<file path="src/rtl/core/i2cm_pkg.sv">
package i2cm_pkg;

  localparam int unsigned MAX_BYTES      = 16;
  localparam int unsigned MAX_ADDR_BYTES = 8;
  localparam int unsigned BUF_AW         = $clog2(MAX_BYTES);

  localparam logic [1:0] MODE_TICK  = 2'd0;
  localparam logic [1:0] MODE_LOAD  = 2'd1;
  localparam logic [1:0] MODE_BEGIN = 2'd2;

  localparam logic [15:0] DELAY_RESET = 16'd100;

  typedef enum logic [15:0] {
    PH_IDLE    = 16'h0001,
    PH_ST_WAIT = 16'h0002,
    PH_ST_D1   = 16'h0004,
    PH_ST_D2   = 16'h0008,
    PH_ST_D3   = 16'h0010,
    PH_ST_D4   = 16'h0020,
    PH_WB_D1   = 16'h0040,
    PH_WB_D2   = 16'h0080,
    PH_WB_WAIT = 16'h0100,
    PH_RB_D1   = 16'h0200,
    PH_RB_WAIT = 16'h0400,
    PH_RB_D2   = 16'h0800,
    PH_SP_D1   = 16'h1000,
    PH_SP_WAIT = 16'h2000,
    PH_SP_D2   = 16'h4000,
    PH_SP_D3   = 16'h8000
  } phase_e;

  typedef enum logic [4:0] {
    ST_DEV_W = 5'h01,
    ST_REG   = 5'h02,
    ST_WDATA = 5'h04,
    ST_DEV_R = 5'h08,
    ST_RDATA = 5'h10
  } stage_e;

  typedef struct packed {
    logic       scl_pull_low;
    logic       sda_pull_low;
    logic [7:0] read_byte;
    logic       read_valid;
    logic       read_last;
    logic       done_res;
    logic       busy_res;
    logic [7:0] nack_count;
    logic       rejected;
  } res_t;

  typedef struct packed {
    logic              we;
    logic [BUF_AW-1:0] waddr;
    logic [7:0]        wdata;
    logic [BUF_AW-1:0] raddr;
  } buf_req_t;

endpackage

</file>
<file path="src/rtl/core/i2c_master_register_access_top.sv">
// The result of a transaction appears on the output register in the cycle after it is accepted.
// One transaction per cycle unless a result stalls; each is a single state update in the sequencer.
// The write buffer RAM is addressed ahead of use, so its registered read adds no stall.
// Reset is asynchronous and active low; it idles the sequencer, clears its line pulls and sets the
// delay register to 100 ticks. The write buffer and the output result register are not cleared.
module i2c_master_register_access_top import i2cm_pkg::*; (
  input  logic        clk_i,
  input  logic        rst_ni,
  input  logic        cfg_valid_i,
  output logic        cfg_ready_o,
  input  logic [15:0] cfg_data_i,
  input  logic        in_valid_i,
  output logic        in_ready_o,
  input  logic [1:0]  mode_i,
  input  logic        scl_level_i,
  input  logic        sda_level_i,
  input  logic [7:0]  data_byte_i,
  input  logic        is_read_i,
  input  logic [7:0]  device_address_i,
  input  logic [63:0] register_address_i,
  input  logic [3:0]  address_length_i,
  input  logic [4:0]  byte_count_i,
  output logic        out_valid_o,
  input  logic        out_ready_i,
  output logic        scl_pull_low_o,
  output logic        sda_pull_low_o,
  output logic [7:0]  read_byte_o,
  output logic        read_valid_o,
  output logic        read_last_o,
  output logic        done_res_o,
  output logic        busy_res_o,
  output logic [7:0]  nack_count_o,
  output logic        rejected_o
);

  logic [15:0] dly_q;
  logic        ov_q;
  res_t        res_q, res;
  buf_req_t    breq;
  logic [7:0]  buf_rdata;
  logic        acc;

  assign cfg_ready_o = 1'b1;
  assign in_ready_o  = ~ov_q | out_ready_i;
  assign acc         = in_valid_i & in_ready_o;

  always_ff @(posedge clk_i or negedge rst_ni) begin
    if (!rst_ni) begin
      dly_q <= DELAY_RESET;
      ov_q  <= 1'b0;
    end else begin
      if (cfg_valid_i) begin
        dly_q <= cfg_data_i;
      end
      if (acc) begin
        ov_q <= 1'b1;
      end else if (out_ready_i) begin
        ov_q <= 1'b0;
      end
    end
  end

  always_ff @(posedge clk_i) begin
    if (acc) begin
      res_q <= res;
    end
  end

  i2cm_seq u_seq (
    .clk_i              (clk_i),
    .rst_ni             (rst_ni),
    .en_i               (acc),
    .delay_ticks_i      (dly_q),
    .mode_i             (mode_i),
    .scl_level_i        (scl_level_i),
    .sda_level_i        (sda_level_i),
    .data_byte_i        (data_byte_i),
    .is_read_i          (is_read_i),
    .device_address_i   (device_address_i),
    .register_address_i (register_address_i),
    .address_length_i   (address_length_i),
    .byte_count_i       (byte_count_i),
    .buf_rdata_i        (buf_rdata),
    .buf_req_o          (breq),
    .res_o              (res)
  );

  i2cm_ram #(
    .Width (8),
    .Depth (MAX_BYTES)
  ) u_buf (
    .clk_i   (clk_i),
    .we_i    (breq.we & acc),
    .waddr_i (breq.waddr),
    .wdata_i (breq.wdata),
    .raddr_i (breq.raddr),
    .rdata_o (buf_rdata)
  );

  assign out_valid_o    = ov_q;
  assign scl_pull_low_o = res_q.scl_pull_low;
  assign sda_pull_low_o = res_q.sda_pull_low;
  assign read_byte_o    = res_q.read_byte;
  assign read_valid_o   = res_q.read_valid;
  assign read_last_o    = res_q.read_last;
  assign done_res_o     = res_q.done_res;
  assign busy_res_o     = res_q.busy_res;
  assign nack_count_o   = res_q.nack_count;
  assign rejected_o     = res_q.rejected;

endmodule

</file>
<file path="src/rtl/core/i2cm_ram.sv">
module i2cm_ram #(
  parameter int unsigned Width = 8,
  parameter int unsigned Depth = 16
) (
  input  logic                     clk_i,
  input  logic                     we_i,
  input  logic [$clog2(Depth)-1:0] waddr_i,
  input  logic [Width-1:0]         wdata_i,
  input  logic [$clog2(Depth)-1:0] raddr_i,
  output logic [Width-1:0]         rdata_o
);

  logic [Width-1:0] mem [Depth];

  always_ff @(posedge clk_i) begin
    if (we_i) begin
      mem[waddr_i] <= wdata_i;
    end
    rdata_o <= mem[raddr_i];
  end

endmodule

</file>
<file path="src/rtl/core/i2cm_seq.sv">
module i2cm_seq import i2cm_pkg::*; (
  input  logic              clk_i,
  input  logic              rst_ni,
  input  logic              en_i,
  input  logic [15:0]       delay_ticks_i,
  input  logic [1:0]        mode_i,
  input  logic              scl_level_i,
  input  logic              sda_level_i,
  input  logic [7:0]        data_byte_i,
  input  logic              is_read_i,
  input  logic [7:0]        device_address_i,
  input  logic [63:0]       register_address_i,
  input  logic [3:0]        address_length_i,
  input  logic [4:0]        byte_count_i,
  input  logic [7:0]        buf_rdata_i,
  output buf_req_t          buf_req_o,
  output res_t              res_o
);

  phase_e      phase_q, phase_d;
  stage_e      stage_q, stage_d;
  logic [15:0] dcnt_q, dcnt_d;
  logic [3:0]  bitc_q, bitc_d;
  logic [7:0]  shb_q, shb_d;
  logic [4:0]  bidx_q, bidx_d;
  logic [3:0]  abl_q, abl_d;
  logic [63:0] rah_q, rah_d;
  logic [7:0]  dah_q, dah_d;
  logic        rdf_q, rdf_d;
  logic [4:0]  cnt_q, cnt_d;
  logic [4:0]  ldc_q, ldc_d;
  logic [7:0]  nack_q, nack_d;
  logic        scl_q, scl_d;
  logic        sda_q, sda_d;

  logic [15:0] dly1;
  logic        dn;
  logic        req_wbyte, req_putbit, req_rbit, req_rbyte, req_stop, req_cond;
  logic        req_enter;
  phase_e      enter_ph;
  logic [7:0]  wbv;
  logic        do_after_ack, do_after_addr;
  logic [3:0]  abl_n;
  logic [4:0]  bidx_n;
  logic [7:0]  rsh;
  logic [2:0]  bsel;
  res_t        res;

  assign dly1 = (delay_ticks_i == 16'd0) ? 16'd1 : delay_ticks_i;
  assign dn   = (dcnt_q <= 16'd1);

  always_comb begin
    phase_d = phase_q;
    stage_d = stage_q;
    dcnt_d  = dcnt_q;
    bitc_d  = bitc_q;
    shb_d   = shb_q;
    bidx_d  = bidx_q;
    abl_d   = abl_q;
    rah_d   = rah_q;
    dah_d   = dah_q;
    rdf_d   = rdf_q;
    cnt_d   = cnt_q;
    ldc_d   = ldc_q;
    nack_d  = nack_q;
    scl_d   = scl_q;
    sda_d   = sda_q;
    req_wbyte  = 1'b0;
    req_putbit = 1'b0;
    req_rbit   = 1'b0;
    req_rbyte  = 1'b0;
    req_stop   = 1'b0;
    req_cond   = 1'b0;
    req_enter  = 1'b0;
    enter_ph   = PH_IDLE;
    wbv        = 8'h00;
    do_after_ack  = 1'b0;
    do_after_addr = 1'b0;
    abl_n  = abl_q;
    bidx_n = bidx_q + 5'd1;
    rsh    = {shb_q[6:0], sda_level_i};
    bsel   = 3'd0;
    res    = '0;
    buf_req_o.we    = 1'b0;
    buf_req_o.waddr = ldc_q[BUF_AW-1:0];
    buf_req_o.wdata = data_byte_i;
    buf_req_o.raddr = (stage_q == ST_WDATA) ? bidx_n[BUF_AW-1:0] : '0;

    if (!dn) begin
      dcnt_d = dcnt_q - 16'd1;
    end

    case (mode_i)
      MODE_TICK: begin
        unique case (phase_q)
          PH_IDLE: begin
            dcnt_d = dcnt_q;
          end
          PH_ST_WAIT: begin
            dcnt_d = dcnt_q;
            if (scl_level_i) begin
              req_enter = 1'b1;
              enter_ph  = PH_ST_D1;
            end
          end
          PH_ST_D1: begin
            if (dn) begin
              sda_d = 1'b0;
              req_enter = 1'b1;
              enter_ph  = PH_ST_D2;
            end
          end
          PH_ST_D2: begin
            if (dn) begin
              sda_d = 1'b1;
              req_enter = 1'b1;
              enter_ph  = PH_ST_D3;
            end
          end
          PH_ST_D3: begin
            if (dn) begin
              scl_d = 1'b1;
              req_enter = 1'b1;
              enter_ph  = PH_ST_D4;
            end
          end
          PH_ST_D4: begin
            if (dn) begin
              req_wbyte = 1'b1;
              wbv = (stage_q == ST_DEV_R) ? (dah_q | 8'h01) : (dah_q & 8'hfe);
            end
          end
          PH_WB_D1: begin
            if (dn) begin
              scl_d = 1'b0;
              req_enter = 1'b1;
              enter_ph  = PH_WB_D2;
            end
          end
          PH_WB_D2: begin
            if (dn) begin
              phase_d = PH_WB_WAIT;
            end
          end
          PH_WB_WAIT: begin
            dcnt_d = dcnt_q;
            if (scl_level_i) begin
              scl_d = 1'b1;
              if (stage_q == ST_RDATA) begin
                bidx_d = bidx_n;
                if (bidx_n < cnt_q) begin
                  req_rbyte = 1'b1;
                end else begin
                  req_stop = 1'b1;
                end
              end else begin
                shb_d  = {shb_q[6:0], 1'b0};
                bitc_d = bitc_q + 4'd1;
                if (bitc_q < 4'd7) begin
                  req_putbit = 1'b1;
                end else begin
                  req_rbit = 1'b1;
                end
              end
            end
          end
          PH_RB_D1: begin
            if (dn) begin
              scl_d   = 1'b0;
              phase_d = PH_RB_WAIT;
            end
          end
          PH_RB_WAIT: begin
            dcnt_d = dcnt_q;
            if (scl_level_i) begin
              req_enter = 1'b1;
              enter_ph  = PH_RB_D2;
            end
          end
          PH_RB_D2: begin
            if (dn) begin
              scl_d = 1'b1;
              if (stage_q == ST_RDATA) begin
                bitc_d = bitc_q + 4'd1;
                if (bitc_q < 4'd7) begin
                  shb_d    = rsh;
                  req_rbit = 1'b1;
                end else begin
                  res.read_byte  = rsh;
                  res.read_valid = 1'b1;
                  res.read_last  = (bidx_n == cnt_q);
                  shb_d  = (bidx_n == cnt_q) ? 8'h80 : 8'h00;
                  bitc_d = 4'd7;
                  req_putbit = 1'b1;
                end
              end else begin
                if (sda_level_i) begin
                  nack_d = nack_q + 8'd1;
                end
                do_after_ack = 1'b1;
              end
            end
          end
          PH_SP_D1: begin
            if (dn) begin
              scl_d   = 1'b0;
              phase_d = PH_SP_WAIT;
            end
          end
          PH_SP_WAIT: begin
            dcnt_d = dcnt_q;
            if (scl_level_i) begin
              req_enter = 1'b1;
              enter_ph  = PH_SP_D2;
            end
          end
          PH_SP_D2: begin
            if (dn) begin
              sda_d = 1'b0;
              req_enter = 1'b1;
              enter_ph  = PH_SP_D3;
            end
          end
          PH_SP_D3: begin
            if (dn) begin
              phase_d = PH_IDLE;
              res.done_res = 1'b1;
            end
          end
          default: begin
            dcnt_d = dcnt_q;
          end
        endcase
      end
      MODE_LOAD: begin
        dcnt_d = dcnt_q;
        if (phase_q != PH_IDLE || ldc_q >= 5'(MAX_BYTES)) begin
          res.rejected = 1'b1;
        end else begin
          buf_req_o.we = 1'b1;
          ldc_d = ldc_q + 5'd1;
        end
      end
      MODE_BEGIN: begin
        dcnt_d = dcnt_q;
        if (phase_q != PH_IDLE) begin
          res.rejected = 1'b1;
        end else begin
          rdf_d  = is_read_i;
          dah_d  = device_address_i;
          rah_d  = register_address_i;
          abl_d  = (address_length_i > 4'(MAX_ADDR_BYTES)) ? 4'(MAX_ADDR_BYTES)
                                                            : address_length_i;
          cnt_d  = (byte_count_i > 5'(MAX_BYTES)) ? 5'(MAX_BYTES) : byte_count_i;
          ldc_d  = 5'd0;
          nack_d = 8'd0;
          bidx_d = 5'd0;
          bitc_d = 4'd0;
          stage_d  = ST_DEV_W;
          req_cond = 1'b1;
        end
      end
      default: begin
        dcnt_d = dcnt_q;
      end
    endcase

    if (do_after_ack) begin
      case (stage_q)
        ST_DEV_W: begin
          do_after_addr = 1'b1;
        end
        ST_REG: begin
          abl_n = abl_q - 4'd1;
          abl_d = abl_n;
          do_after_addr = 1'b1;
        end
        ST_WDATA: begin
          bidx_d = bidx_n;
          if (bidx_n < cnt_q && bidx_n < 5'(MAX_BYTES)) begin
            req_wbyte = 1'b1;
            wbv = buf_rdata_i;
          end else begin
            req_stop = 1'b1;
          end
        end
        default: begin
          if (cnt_q != 5'd0) begin
            stage_d = ST_RDATA;
            bidx_d  = 5'd0;
            req_rbyte = 1'b1;
          end else begin
            req_stop = 1'b1;
          end
        end
      endcase
    end

    if (do_after_addr) begin
      if (abl_n != 4'd0) begin
        bsel = 3'(abl_n - 4'd1);
        stage_d   = ST_REG;
        req_wbyte = 1'b1;
        wbv = rah_q[{bsel, 3'b000} +: 8];
      end else if (rdf_q) begin
        stage_d  = ST_DEV_R;
        req_cond = 1'b1;
      end else if (cnt_q != 5'd0) begin
        stage_d   = ST_WDATA;
        bidx_d    = 5'd0;
        req_wbyte = 1'b1;
        wbv = buf_rdata_i;
      end else begin
        req_stop = 1'b1;
      end
    end

    if (req_wbyte) begin
      shb_d  = wbv;
      bitc_d = 4'd0;
      req_putbit = 1'b1;
    end
    if (req_putbit) begin
      sda_d = ~shb_d[7];
      req_enter = 1'b1;
      enter_ph  = PH_WB_D1;
    end
    if (req_rbyte) begin
      shb_d  = 8'h00;
      bitc_d = 4'd0;
      req_rbit = 1'b1;
    end
    if (req_rbit) begin
      sda_d = 1'b0;
      req_enter = 1'b1;
      enter_ph  = PH_RB_D1;
    end
    if (req_stop) begin
      sda_d = 1'b1;
      req_enter = 1'b1;
      enter_ph  = PH_SP_D1;
    end
    if (req_cond) begin
      scl_d   = 1'b0;
      phase_d = PH_ST_WAIT;
    end
    if (req_enter) begin
      phase_d = enter_ph;
      dcnt_d  = dly1;
    end

    res.scl_pull_low = scl_d;
    res.sda_pull_low = sda_d;
    res.busy_res     = (phase_d != PH_IDLE);
    res.nack_count   = nack_d;
  end

  assign res_o = res;

  always_ff @(posedge clk_i or negedge rst_ni) begin
    if (!rst_ni) begin
      phase_q <= PH_IDLE;
      stage_q <= ST_DEV_W;
      dcnt_q  <= '0;
      bitc_q  <= '0;
      shb_q   <= '0;
      bidx_q  <= '0;
      abl_q   <= '0;
      rah_q   <= '0;
      dah_q   <= '0;
      rdf_q   <= 1'b0;
      cnt_q   <= '0;
      ldc_q   <= '0;
      nack_q  <= '0;
      scl_q   <= 1'b0;
      sda_q   <= 1'b0;
    end else if (en_i) begin
      phase_q <= phase_d;
      stage_q <= stage_d;
      dcnt_q  <= dcnt_d;
      bitc_q  <= bitc_d;
      shb_q   <= shb_d;
      bidx_q  <= bidx_d;
      abl_q   <= abl_d;
      rah_q   <= rah_d;
      dah_q   <= dah_d;
      rdf_q   <= rdf_d;
      cnt_q   <= cnt_d;
      ldc_q   <= ldc_d;
      nack_q  <= nack_d;
      scl_q   <= scl_d;
      sda_q   <= sda_d;
    end
  end

endmodule

</file>
<file path="config.mk">
export PLATFORM = sky130hd
export DESIGN_NAME = i2c_master_register_access_top
export DESIGN_NICKNAME = d
export VERILOG_FILES = /design/src/rtl/core/i2cm_pkg.sv /design/src/rtl/core/i2c_master_register_access_top.sv /design/src/rtl/core/i2cm_ram.sv /design/src/rtl/core/i2cm_seq.sv
export SDC_FILE = /design/constraint.sdc
export NUM_CORES = 1
export LEC_CHECK = 0
export BUFFER_PORTS_ARGS = -buffer_cell sky130_fd_sc_hd__clkbuf_2
export CAP_MARGIN = 10
export CORE_AREA = 2 2 228 162
export DETAILED_ROUTE_END_ITERATION = 12
export DIE_AREA = 0 0 230 164
export PLACE_DENSITY = 0.61
export SETUP_SLACK_MARGIN = 0.05
export SLEW_MARGIN = 20
export SYNTH_ARGS = -nofsm -noshare
export SYNTH_HDL_FRONTEND = slang
export SYNTH_SLANG_ARGS = --single-unit
export TNS_END_PERCENT = 1
</file>
<file path="constraint.sdc">
create_clock -name clk_i -period 5.2 [get_ports clk_i]
set_clock_uncertainty 0.15 [all_clocks]
set_input_delay 0.78 -clock clk_i [delete_from_list [all_inputs] [get_ports clk_i]]
set_output_delay 0.78 -clock clk_i [all_outputs]
set_load 0.005 [all_outputs]
</file>
* Word-level counts from Yosys, hierarchy flattened
Memory sizes are Yosys's and may differ from the RTL's. A register that Yosys moved wholly into a read port is not among the register bits.
Index checks and enable logic that the tools add are counted.
** Word-level totals
- Register bits after elaboration :: 191
- Bits in writable memories :: 128
- Input bits :: 115
- Output and inout port bits :: 26
- Word-level logic and storage cells :: 303
- Memories :: 1
** Memories
- u_buf.mem :: depth 16, width 8, read ports 1, clocked after memory_dff 1, write ports 1, RTL line i2cm_ram.sv:13 : logic [Width-1:0] mem [Depth];
** Operators by class
- $add $sub $neg :: 7
- Magnitude comparators :: 7
- Eq/ne operators :: 38
- Shifts and indexed selects :: 1
- Muxes and demuxes :: 183
- Bitwise gates (word level) :: 10
- Reduce and logical (&&, ||, !) cells :: 29
** Operators with widths (count)
- $mux 16 :: 17
- $mux 8 :: 25
- $pmux 16 s8 :: 1
- $mux 5 :: 23
- $mux 1 :: 80
- $mux 4 :: 17
- $pmux 16 s4 :: 1
- $shiftx 64x7->8 :: 1
- $ne 16x1->1 const B :: 2
- $pmux 8 s2 :: 2
- $pmux 5 s2 :: 3
- $eq 16x10->1 const B :: 1
- $eq 16x11->1 const B :: 1
- $eq 16x12->1 const B :: 1
- $eq 16x13->1 const B :: 1
- $eq 16x14->1 const B :: 1
- $eq 16x15->1 const B :: 1
- $eq 16x16->1 const B :: 1
- $eq 16x2->1 const B :: 1
- $eq 16x3->1 const B :: 1
- $eq 16x4->1 const B :: 1
- $eq 16x5->1 const B :: 1
- $eq 16x6->1 const B :: 1
- $eq 16x7->1 const B :: 1
- 56 further kinds :: 90

* Logic depth before layout (Yosys ltp)
Gate-level depths: netlist of run 1.
- Depth in word-level cells :: 17
- Mapped depth :: 19
- Gate-level depth less buffers :: 16

* Modules after synthesis
Synthesis of run 1 repeated with hierarchy kept, for this count alone.
** Unflattened totals
- Cells, all modules :: 1286
- Area total of the unflattened synthesis :: 16081.7 um^2
** Modules (own cells, without submodules)
- i2cm_seq :: times used 1, cells each 993, area each 9529.1 um^2, seq. area each 3756.1 um^2
- i2cm_ram :: times used 1, cells each 229, area each 5147.4 um^2, seq. area each 4003.8 um^2
- i2c_master_register_access_top :: times used 1, cells each 64, area each 1405.1 um^2, seq. area each 1119.8 um^2

* Worst setup path after synthesis of run 1
OpenSTA, ideal clock, no wires.
- Path kind :: input-to-reg
- From :: in mode_i[0]
- To :: reg u_seq.shb_q[2]
- Setup time :: 0.125 ns
- Data arrival time :: 4.445 ns
- Data required time :: 4.925 ns
- Setup slack :: 0.480 ns
- Cell stages on the path :: 14
- Buffers on the path :: 2
- Cell sequence :: inv_1 > ha_1 > nand3_1 > or2_2 > clkbuf_1 > or3_1 > a21oi_1 > ha_1 > clkinv_1 > clkbuf_1 > mux4_2 > mux2i_1 > o21ai_0 > mux2_2
** Between the ends
- Word-level cells in the longest chain between the ends :: 11
- Elaborated cells on any way between the ends :: 36
- Classes of those cells :: add/sub: 1; eq/ne: 4; shift: 1; mux: 25; reduce/logical: 5
** RTL lines
- from (decl) :: RTL line i2c_master_register_access_top.sv:14 : input logic [1:0] mode_i,
- $logic_not 2->1 (*) :: RTL line i2cm_seq.sv:93 : case (mode_i)
- parallel branches: the longest is 10 deep, another holds $sub 3x1->3
- to (signal assigned) :: RTL line i2cm_seq.sv:366 : shb_q <= '0;
- to (signal assigned) :: RTL line i2cm_seq.sv:382 : shb_q <= shb_d;
- to (decl) :: RTL line i2cm_seq.sv:24 : logic [7:0] shb_q, shb_d;
Mark *: on every way between the ends.
A chain may end at the register's enable or synchronous reset.

* Worst setup path after layout of run 1
- From :: reg u_seq.dcnt_q[0]
- To :: reg u_seq.dcnt_q[12]
** Between the ends
- Word-level cells in the longest chain between the ends :: 17
- Elaborated cells on any way between the ends :: 45
- Classes of those cells :: add/sub: 1; order compare: 1; eq/ne: 1; mux: 38; reduce/logical: 4
** RTL lines
- from (decl) :: RTL line i2cm_seq.sv:22 : logic [15:0] dcnt_q, dcnt_d;
- from (signal assigned) :: RTL line i2cm_seq.sv:380 : dcnt_q <= dcnt_d;
- $le 16x1->1 :: RTL line i2cm_seq.sv:50 : assign dn = (dcnt_q <= 16'd1);
- $mux 1
- $mux 1 :: RTL line i2cm_seq.sv:95 : unique case (phase_q)
- $mux 1 :: RTL line i2cm_seq.sv:93
- $mux 1 :: RTL line i2cm_seq.sv:280 : if (bidx_n < cnt_q && bidx_n < 5'(MAX_BYTES)) begin
- $mux 1 :: RTL line i2cm_seq.sv:269 : case (stage_q)
- $mux 1 :: RTL line i2cm_seq.sv:268 : if (do_after_ack) begin
- $mux 1 :: RTL line i2cm_seq.sv:308 : end else if (cnt_q != 5'd0) begin
- $mux 1 :: RTL line i2cm_seq.sv:305 : end else if (rdf_q) begin
- $mux 1 :: RTL line i2cm_seq.sv:300 : if (abl_n != 4'd0) begin
- $mux 1 :: RTL line i2cm_seq.sv:299 : if (do_after_addr) begin
- $mux 1 :: RTL line i2cm_seq.sv:318 : if (req_wbyte) begin
- $mux 1 :: RTL line i2cm_seq.sv:323 : if (req_putbit) begin
- $mux 1 :: RTL line i2cm_seq.sv:333 : if (req_rbit) begin
- $mux 1 :: RTL line i2cm_seq.sv:338 : if (req_stop) begin
- $ne 2x2->1 (no source line) or $reduce_bool 2->1 (tied branches)
- $reduce_and 4->1 (no source line)
Parallel ways exist; a longest one is shown, timed or not. The select of a mux whose other input is x is not followed.

==> key figures, run 1 <==
Synth
  – Main synth FF type: dfrtp_1
  – Synthesized netlist cell count: 1385
  – Post-synthesis sequential element count: 326
  – Largest area contributor in the netlist: edfxtp_1
  – Synth Area per Inst: 11.42 µm²
  – Synth Cell Area: 15820 µm²
  – EDFF count, synth: 151
  – Share of the synthesized area in the top cell type: 0.2867
  – Leading post-synthesis cells by cell area: edfxtp_1 29%, dfrtp_1 26%, nand2_1 7.7%
  – Distinct cells, synth: 101
  – Sequential-to-total area share from yosys stat: 0.5615
  – Fraction of synthesis flops using an asynchronous set or reset pin: 0.5123
  – Synth warn: 0
  – Synthesized netlist net count: 1520

Final layout
  – Total number of nets in the final design: 1658
  – Final cell utilization of the core: 0.5116
  – Filler cell count in the final layout: 3219
  – Share of post-route cells with drive strength above 1: 0.2209
  – Antenna cells: 0
  – Synth-to-layout area growth: 15.03%

Route
  – Vias after detailed routing: 11.53k
  – Wire per inst: 20.53 µm
  – Number of iterations in the first detailed-routing pass: 8
  – Remaining DRCs: 0
  – Routed wire length: 41640 µm
  – Number of antenna-violating nets in the routed design: 0
  – Initial detailed-routing violation count: 1198
  – Vias per Instance: 5.687

Critical path
  – Endpoint required time on the critical path: 5.43 ns
  – Startpoint of the worst-slack reg-to-reg timing path: u_seq.dcnt_q[0]$_DFFE_PN0P_
  – Maximum cell stage delay along the critical path: 0.46 ns
  – R2r endpoint: u_seq.dcnt_q[12]$_DFFE_PN0P_
  – Crit. End Element: flop
  – Critical Path Start Type: flop
  – Setup slack of the most critical reg-to-reg path: 0.60 ns
  – Arrival time reported for the critical path endpoint: 4.83 ns
  – Chain of cells forming the critical path: inv_1 -> ha_1 -> o21bai_1 -> or3_1 -> or2_2 -> or3_1 -> a21oi_1 -> ha_1 -> nand2_1 -> mux2i_2 -> a21o_1 -> nand3_2 -> nor2_4 -> a21oi_1 -> a2bb2oi_1
  – Worst-path fanout max: 16
  – Count of cells along the worst register-to-register path: 15
  – Cell at the slowest stage of the critical path: or3_1
  – Worst Path Class, Setup: flop to flop

Pwr
  – Peak ir drop on the vdd network: 0.2207 mV
  – Leak: 7.486 nW
  – Pwr per Cell Area: 321.2 nW/µm²
  – Tot Pwr: 5.843 mW

Floorplan
  – Die height: 164 µm
  – Die ar.: 37720 µm²
  – Number of core rows: 58
  – Die Width: 230 µm
  – Number of primary I/O pins: 141
  – Initial standard-cell utilization of the core: 0.4448
  – Core Box Area: 35560 µm²

GRT
  – Number of global-route vias before repair: 11.10k
  – Global-route wire length before repair: 64160 µm
  – Antenna violations before repair: 0
  – Global-route total usage across every layer: 0.2213
  – Largest net degree at the start of global routing: 98
  – Total global routing overflow: 0

Timing
  – Max Clock Freq: 217.3 MHz
  – Final Max Tran Viols: 0
  – Final Hold Fails: 0
  – Final worst path period share: 0.8851
  – Unrepaired setup endpoints after global routing: false
  – Worst Tran Pin Value: 1.123 ns
  – Number of setup violations in the final report: 0
  – Post-layout min period: 4.602 ns
  – Setup TNS: 0 ns
  – Max-Slew Margin vs Limit: 0.2510

Clocking
  – Post CTS Setup Buffer Count: 0
  – Number of hold buffers added after CTS: 0
  – Master cell of the clock root buffer: clkbuf_16
  – TritonCTS clock tree: done
  – Clk sinks: 326
  – Total clock buffers created by CTS: 35
  – H-tree lvl count: 2
  – Count of instances resized after the clock tree is built: 0
  – Maximum count of clock buffers along a single path: 3
  – Worst-path clk slew: 0.05 ns
  – Clock latency on the worst-skew pair: 0.54 ns

Run status
  – Outcome: finished, final reports clean

Place
  – Post-detailed-placement half-perimeter wirelength: 28980 µm
  – Final estimated routing congestion in global placement: 0.9242
  – Count of input and output buffers: 138

Hold path
  – Class of the most critical hold timing path: input pin to async pin

Job
  – # Max-Cap Violations: 0
[final cells by class]
| class | instances | area [µm²] | area share |
|---|---|---|---|
| sequential | 326 | 8880 | 0.4881 |
| multi-input combinational | 963 | 6551 | 0.3601 |
| clock buffer | 49 | 979.7 | 0.05385 |
| timing repair buffer | 166 | 932.1 | 0.05124 |
| tap | 480 | 600.6 | 0.03301 |
| clock inverter | 13 | 132.6 | 0.007290 |
| inverter | 31 | 116.4 | 0.006396 |
[through the flow]
stage	cell area [µm²]	instances	worst slack (ns)	hold WS (ns)
4_1_cts	18190	2028	0.6588	0.1276
5_1_grt	18190	2028	0.3457	0.1458
3_5_place_dp	17080	1966	0.6760	0.3092
6_report	18190	2028	0.5977	0.09054
2_1_floorplan	15820	1385	0.4800	0.2874
3_3_place_gp	17080	1966	0.7841	0.3032
[kinds of logic after synthesis]
family	Yosys count	share of synthesized area
XOR/XNOR	21	0.01345
multiplexers	109	0.1025
buffers and inverters	96	0.02587
AND/OR/NAND/NOR	594	0.1849
AO/OA/AOI/OAI	218	0.09581
other	1	0.0002371
adder cells (fa/ha/maj)	20	0.01582
flip-flops	326	0.5615
[flip-flops by register name, indices dropped and copies added (netlist names), 4 cells and up]
register and flops:
u_seq.cnt_q 5, nack_count_o 8, dly_q 16, u_buf.rdata_o 8, read_byte_o 8, u_seq.bidx_q 5, u_seq.abl_q 4, u_seq.phase_q 16
u_seq.nack_q 8, u_seq.ldc_q 5, u_seq.dcnt_q 16, u_seq.rah_q 64, u_buf.mem 128, u_seq.stage_q 5, u_seq.dah_q 7, u_seq.bitc_q 4
u_seq.shb_q 8
[where the power goes]
part           switching (mW)  internal [mW]
Sequential              0.111           2.81
Combinational           0.289          0.203
Clock                    1.05           1.38
[worst max path at each step]
stage,from,end
after CTS,u_seq.dcnt_q[0]$_DFFE_PN0P_,u_seq.dcnt_q[12]$_DFFE_PN0P_
after detailed placement,mode_i[0],u_seq.dcnt_q[12]$_DFFE_PN0P_
final,u_seq.dcnt_q[0]$_DFFE_PN0P_,u_seq.dcnt_q[12]$_DFFE_PN0P_
after global routing,u_seq.dcnt_q[0]$_DFFE_PN0P_,u_seq.dcnt_q[12]$_DFFE_PN0P_
after global placement,mode_i[0],u_seq.shb_q[2]$_DFFE_PN0P_
after floorplan,mode_i[0],u_seq.shb_q[2]$_DFFE_PN0P_
[Yosys cell counts, drive strengths merged (4+ instances only)]
library cell and count:
nand2 324, dfrtp 162, edfxtp 151, o21ai 69, nor2 63, mux2 40
a21oi 38, mux4 38, nor3 38, clkbuf 36, nand3 36, mux2i 31
inv 30, buf 29, nand4 27, nor4 22, ha 20, and2 19
o22ai 19, xnor2 13, a22o 11, nand2b 11, nor4b 9, a22oi 8
dfxtp 8, o21a 8, a2bb2oi 7, or3 7, and3 6, nor2b 6
nor3b 6, xor2 6, a211oi 5, a31oi 5, dfstp 5, o2bb2ai 5
nand3b 4, or2 4
[layer usage]
layer | track usage | vias up | share of wire
li1 | - | 5345 | -
met5 | 0 | - | 0
met4 | 0.04575 | 0 | 0.013
met3 | 0.04149 | 44 | 0.066
met1 | 0.3393 | 5785 | 0.48
met2 | 0.3274 | 359 | 0.44
[worst max-delay path, delay by kind of cell, from the launching register on]
family | cells | cell delay [ns]
buffers and inverters | 1 | 0.08
AOI/OAI and AO/OA | 5 | 1.09
and+or+nand+nor | 6 | 2.05
DFF | 1 | 0.43
muxes | 1 | 0.19
adders and majority gates | 2 | 0.45
[cells in the final DEF (no fill, tap or decap), types with 11 or more instances in the layout]
cell | netlist | routed
nor2_1 | 59 | 58
xnor2_1 | 13 | 12
buf_4 | 2 | 26
clkbuf_2 | 0 | 137
dfrtp_1 | 162 | 162
clkbuf_16 | 0 | 36
a22o_1 | 11 | 11
nand4_1 | 26 | 26
nand2b_1 | 11 | 11
o22ai_1 | 19 | 19
mux2_2 | 40 | 40
o21ai_0 | 62 | 62
nor4_1 | 13 | 13
nor3_1 | 37 | 37
a21oi_1 | 37 | 37
mux4_2 | 38 | 38
nand2_1 | 323 | 322
and2_1 | 18 | 18
nand3_1 | 34 | 34
mux2i_1 | 30 | 30
edfxtp_1 | 151 | 151
ha_1 | 20 | 20
inv_1 | 29 | 28
Power figures use the tool's default switching activity.
==> run 2: changes to the inputs <==
MAX_ROUTING_LAYER = met4   (was default)
SLEW_MARGIN = default   (was 20)
==> key figures, run 2 (synthesis gave the netlist of run 1 again) <==
Final layout
  – Antenna cells: 0 (unchanged)
  – Filler cell count in the final layout: 3193 (-0.81%)
  – Non-Filler Cell Area, Final: 18260 µm² (+0.36%)
  – Most frequent cells in the layout: 322 x nand2_1, 162 x dfrtp_1, 151 x edfxtp_1
  – Max FFs per register: 128 (unchanged)
  – Most frequent standard cell in the layout excluding fill and tap cells: nand2_1
  – Register with the highest flop count: u_buf.mem
  – Total number of nets in the final design: 1657 (-0.060%)
  – Share of post-route cells with drive strength above 1: 0.2253 (+0.004376)
  – Synth-to-layout area growth: 15.45%
  – Biggest registers after layout: u_buf.mem: 128 flops, u_seq.rah_q: 64 flops

Pwr
  – Peak ir drop on the vdd network: 0.3108 mV (+41%)
  – Pwr per Cell Area: 326.8 nW/µm² (+1.7%)
  – Switching share of power: 0.2473 (-0.001026)
  – Combinational power share: 0.083 (about the same)
  – Part of the power in registers: 0.489 (-0.011)
  – Total internal power: 4.491 mW (+2.2%)
  – Leak: 7.527 nW (+0.55%)
  – Net load switching power: 1.475 mW (+1.7%)
  – Power share of the clock group: 0.428 (+0.012)
  – Tot Pwr: 5.966 mW (+2.1%)

Timing
  – Worst Tran Pin Value: 1.075 ns (-0.04818 ns)
  – Post-layout min period: 4.769 ns (+0.1668 ns)
  – Unrepaired setup endpoints after global routing: false
  – Final Hold Fails: 0 (unchanged)
  – Max Clock Freq: 209.7 MHz (-3.5%)
  – Final worst path period share: 0.9171 (+0.03208)
  – Max-Slew Margin vs Limit: 0.2831 (+0.03212)
  – Number of setup violations in the final report: 0 (unchanged)
  – Final Max Tran Viols: 0 (unchanged)
  – Final Worst Setup Slack: 0.4309 ns (-0.1668 ns)
  – Fin Hold WS: 0.1198 ns (+0.02930 ns)
  – Setup TNS: 0 ns (unchanged)

Route
  – Wire length on met2: 17990 µm (-1.6%)
  – Wire length on met3: 3100 µm (+12%)
  – Wire per inst: 20.56 µm (+0.14%)
  – Number of antenna-violating nets in the routed design: 0 (unchanged)
  – Routed wire length: 41720 µm (+0.19%)
  – Initial detailed-routing violation count: 1267 (+5.8%)
  – Vias per Instance: 5.702 (+0.26%)
  – Remaining DRCs: 0 (unchanged)
  – Number of iterations in the first detailed-routing pass: 5 (-3)
  – DR top layer: met4
  – Post-Route M1 WL: 20000 µm (-0.19%)
  – Vias after detailed routing: 11.57k (+0.31%)

GRT
  – Antenna violations before repair: 0 (unchanged)
  – Largest net degree at the start of global routing: 86 (-12%)
  – Global-route wire length before repair: 64910 µm (+1.2%)
  – Number of global-route vias before repair: 11.03k (-0.59%)
  – Total global routing overflow: 0 (unchanged)
  – Global-route total usage across every layer: 0.2309 (+0.009656)

Clocking
  – Count of instances resized after the clock tree is built: 0 (unchanged)
  – TritonCTS clock tree: done
  – H-tree lvl count: 2 (unchanged)
  – Post CTS Setup Buffer Count: 0 (unchanged)
  – Maximum count of clock buffers along a single path: 3 (unchanged)
  – Worst-path clk slew: 0.06 ns (about the same)
  – Clk sinks: 326 (unchanged)
  – Total clock buffers created by CTS: 35 (unchanged)
  – Clock latency on the worst-skew pair: 0.54 ns (about the same)
  – Number of hold buffers added after CTS: 0 (unchanged)
  – Master cell of the clock root buffer: clkbuf_16

Hold path
  – Class of the most critical hold timing path: input pin to async pin

Floorplan
  – Initial standard-cell utilization of the core: 0.4448 (unchanged)
  – Die Width: 230 µm (unchanged)
  – Core Box Area: 35560 µm² (unchanged)
  – Die height: 164 µm (unchanged)
  – Number of primary I/O pins: 141 (unchanged)
  – Die ar.: 37720 µm² (unchanged)
  – Number of core rows: 58 (unchanged)

Place
  – Final estimated routing congestion in global placement: 0.9341 (+1.1%)
  – Worst slack after detailed placement: 0.5263 ns (-0.1498 ns)
  – Placed Area: 17070 µm² (about the same)
  – Count of input and output buffers: 138 (unchanged)
  – Post-detailed-placement half-perimeter wirelength: 28980 µm (about the same)

Critical path
  – Source of the critical timing path: u_seq.dcnt_q[0]$_DFFE_PN0P_
  – Crit. End Element: flop
  – Worst Path Class, Setup: flop to flop
  – Startpoint of the worst-slack reg-to-reg timing path: u_seq.dcnt_q[0]$_DFFE_PN0P_
  – Arrival time reported for the critical path endpoint: 5.01 ns (+0.18 ns)
  – Endpoint required time on the critical path: 5.44 ns (about the same)
  – Worst-path fanout max: 16 (unchanged)
  – Critical Path Start Type: flop

Run status
  – Outcome: finished, final reports clean

Job
  – # Max-Cap Violations: 0 (unchanged)
[run 2: cell count changes in the layout (fill, tap and decap cells not counted), sizes merged]
cell,previous run,this run
buf,29,28
bufinv,1,2
clkbuf,186,187
clkinv,10,11
clkinvlp,1,0
[run 2: worst max-delay path, stage by stage (launching register included)]
cell	delay, ns
dfrtp_1	0.43
inv_1	0.08
ha_1	0.24
o21bai_1	0.14
or3_1	0.38
or2_2	0.45
or3_1	0.45
a21oi_1	0.25
ha_1	0.22
nand2_1	0.09
mux2i_2	0.16
buf_4	0.20
a21o_1	0.36
nand3_2	0.28
nor2_4	0.44
a21oi_1	0.13
a2bb2oi_1	0.15
[run 2: cell type report]
class / count / area (µm²) / area share
Clock buffer: 50 / 1013 / 0.05551
Clock inverter: 14 / 172.7 / 0.009457
Inverter: 31 / 116.4 / 0.006373
Multi-Input combinational cell: 963 / 6551 / 0.3588
Sequential cell: 326 / 8880 / 0.4863
Tap cell: 480 / 600.6 / 0.03289
Timing Repair Buffer: 165 / 924.6 / 0.05064
[run 2: power by group through the flow]
| stage | combinational [mW] | sequential [mW] | clock, mW |
|---|---|---|---|
| 6_report | 0.495 | 2.92 | 2.55 |
| 5_1_grt | 0.555 | 2.93 | 2.72 |
| 4_1_cts | 0.499 | 2.91 | 2.62 |
| 3_3_place_gp | 0.485 | 2.96 | 0 |
| 3_5_place_dp | 0.497 | 2.96 | 0 |
| 2_1_floorplan | 0.310 | 2.93 | 0 |
[run 2: path summary, 6_finish.rpt]
kind	end	slack [ns]	cells after the start
max in group asynchronous	u_seq.cnt_q[0]$_DFFE_PN0P_	3.82	2
setup reg to reg	u_seq.dcnt_q[3]$_DFFE_PN0P_	0.43	16
min in group clk_i	u_seq.rah_q[10]$_DFFE_PN0P_	0.27	3
setup / recovery	u_seq.dcnt_q[3]$_DFFE_PN0P_	0.43	16
hold reg to reg	u_seq.rah_q[58]$_DFFE_PN0P_	0.32	2
hold / removal	dly_q[3]$_DFFE_PN0P_	0.12	1
[run 2: layer usage]
metal | up-vias | global-route usage
li1 | 5364 | -
met1 | 5760 | 0.3500
met2 | 389 | 0.3226
met3 | 56 | 0.04219
met4 | 0 | 0.04927
met5 | - | -
[run 2: through the flow]
| stage | instances | utilization |
|---|---|---|
| after global placement | 1965 | 0.4801 |
| after CTS | 2029 | 0.5135 |
| after floorplan | 1385 | - |
| after global routing | 2029 | 0.5135 |
| final | 2029 | 0.5135 |
| after detailed placement | 1965 | 0.4801 |
==> run 3: changes to the inputs <==
CORE_AREA = 2 2 191 193   (was 2 2 228 162)
DIE_AREA = 0 0 193 195   (was 0 0 230 164)
==> key figures, run 3 (synthesis gave the netlist of run 1 again) <==
Floorplan
  – Initial standard-cell utilization of the core: 0.4468 (+0.002044)
  – Die ar.: 37640 µm² (-0.23%)
  – Core Box Area: 35400 µm² (-0.46%)
  – Number of primary I/O pins: 141 (unchanged)
  – Die height: 195 µm (+19%)
  – Number of core rows: 69 (+19%)
  – Die Width: 193 µm (-16%)

Critical path
  – Worst Path Class, Setup: flop to flop
  – Count of cells along the worst register-to-register path: 16 (unchanged)
  – Arrival time reported for the critical path endpoint: 4.74 ns (-0.27 ns)
  – Worst-path fanout max: 16 (unchanged)
  – Critical Path Start Type: flop
  – Endpoint required time on the critical path: 5.43 ns (about the same)
  – Crit. End Element: flop
  – Setup slack of the most critical reg-to-reg path: 0.69 ns (+0.25 ns)

Place
  – Post-detailed-placement half-perimeter wirelength: 27100 µm (-6.5%)
  – Count of input and output buffers: 138 (unchanged)
  – Worst slack after detailed placement: 0.6047 ns (+0.07843 ns)
  – Final estimated routing congestion in global placement: 0.8870 (-5.0%)

Route
  – Wire length on met2: 18850 µm (+4.8%)
  – Wire length on met3: 1828 µm (-41%)
  – Wire per inst: 19.25 µm (-6.4%)
  – Vias per Instance: 5.563 (-2.4%)
  – Number of iterations in the first detailed-routing pass: 5 (unchanged)
  – Number of antenna-violating nets in the routed design: 0 (unchanged)
  – Routed wire length: 38830 µm (-6.9%)
  – Remaining DRCs: 0 (unchanged)
  – Initial detailed-routing violation count: 742 (-41%)
  – DR top layer: met4
  – Post-Route M1 WL: 17150 µm (-14%)
  – Vias after detailed routing: 11.22k (-3.0%)

Final layout
  – Total number of nets in the final design: 1663 (+0.36%)
  – Synth-to-layout area growth: 15.56% (about the same)
  – Biggest registers after layout: u_buf.mem: 128 flops, u_seq.rah_q: 64 flops
  – Multi-input gate area in the final layout: 6549 µm² (about the same)
  – Final cell utilization of the core: 0.5163 (+0.002855)
  – Share of post-route cells with drive strength above 1: 0.2244 (-0.0008694)
  – Register with the highest flop count: u_buf.mem
  – Most frequent cells in the layout: 322 x nand2_1, 162 x dfrtp_1, 151 x edfxtp_1
  – Filler cell count in the final layout: 3137 (-1.8%)
  – Most frequent standard cell in the layout excluding fill and tap cells: nand2_1
  – Max FFs per register: 128 (unchanged)
  – Sequential cell area in the final layout: 8880 µm² (unchanged)

Hold path
  – Class of the most critical hold timing path: input pin to async pin

Clocking
  – TritonCTS clock tree: done
  – Post CTS Setup Buffer Count: 0 (unchanged)
  – Total clock buffers created by CTS: 37 (+5.7%)
  – Maximum count of clock buffers along a single path: 3 (unchanged)
  – Master cell of the clock root buffer: clkbuf_16
  – Clock latency on the worst-skew pair: 0.54 ns (about the same)
  – Worst-path clk slew: 0.05 ns (about the same)
  – Count of instances resized after the clock tree is built: 0 (unchanged)
  – Clk sinks: 326 (unchanged)
  – H-tree lvl count: 2 (unchanged)
  – Number of hold buffers added after CTS: 0 (unchanged)

Timing
  – Final Hold Fails: 0 (unchanged)
  – Fin Hold WS: 0.2184 ns (+0.09851 ns)
  – Worst Tran Pin Value: 0.9986 ns (-0.07673 ns)
  – Setup TNS: 0 ns (unchanged)
  – Unrepaired setup endpoints after global routing: false
  – Max-Slew Margin vs Limit: 0.3343 (+0.05115)
  – Number of setup violations in the final report: 0 (unchanged)
  – Final Worst Setup Slack: 0.6858 ns (+0.2550 ns)
  – Final Max Tran Viols: 0 (unchanged)
  – Post-layout min period: 4.514 ns (-0.2550 ns)
  – Final worst path period share: 0.8681 (-0.04903)
  – Max Clock Freq: 221.5 MHz (+5.6%)

Pwr
  – Switching share of power: 0.2395 (-0.007793)
  – Peak ir drop on the vdd network: 0.3315 mV (+6.7%)
  – Leak: 7.551 nW (+0.32%)
  – Total internal power: 4.559 mW (+1.5%)
  – Net load switching power: 1.436 mW (-2.7%)
  – Power share of the clock group: 0.432 (+0.004)
  – Part of the power in registers: 0.486 (-0.003)
  – Pwr per Cell Area: 328.0 nW/µm² (+0.38%)
  – Combinational power share: 0.082 (about the same)

GRT
  – Global-route total usage across every layer: 0.2122 (-0.01868)
  – Largest net degree at the start of global routing: 105 (+22%)
  – Antenna violations before repair: 1 (+1)
  – Global-route wire length before repair: 60490 µm (-6.8%)
  – Number of global-route vias before repair: 11.05k (+0.17%)
  – Total global routing overflow: 0 (unchanged)

Job
  – # Max-Cap Violations: 0 (unchanged)

Run status
  – Outcome: finished, final reports clean
-- run 3: changes by cell type in the layout (fill, tap and decap cells not counted), sizes merged --
cell / delta
buf: +4
diode: +1
bufinv: +1
clkinv: -5
inv: +1
clkbuf: +5
-- run 3: cell type report --
class	instances	share of cell area
Clock buffer	55	0.05655
Timing Repair Buffer	169	0.05155
Inverter	31	0.006367
Tap cell	461	0.03156
Clock inverter	11	0.009653
Sequential cell	326	0.4859
Multi-Input combinational cell	963	0.3583
Antenna cell	1	0.0001369
-- run 3: worst paths after layout --
kind / from / end
min: rst_ni / dly_q[12]$_DFFE_PN0P_
max: u_seq.dcnt_q[0]$_DFFE_PN0P_ / u_seq.dcnt_q[3]$_DFFE_PN0P_
min reg2reg: u_seq.rah_q[30]$_DFFE_PN0P_ / u_seq.rah_q[30]$_DFFE_PN0P_
max in group asynchronous: rst_ni / u_seq.stage_q[0]$_DFFE_PN1P_
max reg2reg: u_seq.dcnt_q[0]$_DFFE_PN0P_ / u_seq.dcnt_q[3]$_DFFE_PN0P_
min in group clk_i: is_read_i / u_seq.rdf_q$_DFFE_PN0P_
-- run 3: through the flow --
stage | area, µm² | total power [mW] | std cells
finish | 18280 | 5.994 | 2017
global route | 18280 | 6.234 | 2017
CTS | 18270 | 6.056 | 2016
detailed placement | 17060 | 3.450 | 1950
global placement | 17060 | 3.437 | 1950
floorplan | 15820 | 3.241 | 1385
-- run 3: metal layers --
metal  vias up  global-route usage
met5         -                   -
met4         0             0.06313
li1       5361                   -
met3        77             0.02750
met1      5504              0.2824
met2       278              0.3410
-- run 3: power groups by stage --
stage | sequential, mW | combinational, mW | clock (mW)
after CTS | 2.91 | 0.493 | 2.65
final | 2.91 | 0.489 | 2.59
after floorplan | 2.93 | 0.310 | 0
after global placement | 2.96 | 0.479 | 0
after global routing | 2.93 | 0.551 | 2.75
after detailed placement | 2.96 | 0.488 | 0
-- run 3: critical path: stages, from the launching register on --
cell and delay (ns):
dfrtp_1 0.41, inv_1 0.07, ha_1 0.23, o21bai_1 0.13
or3_1 0.39, or2_2 0.45, or3_1 0.46, a21oi_1 0.22
ha_1 0.20, nand2_1 0.07, mux2i_2 0.17, buf_4 0.21
a21o_1 0.27, nand3_2 0.22, nor2_4 0.42, a21oi_1 0.12
a2bb2oi_1 0.15
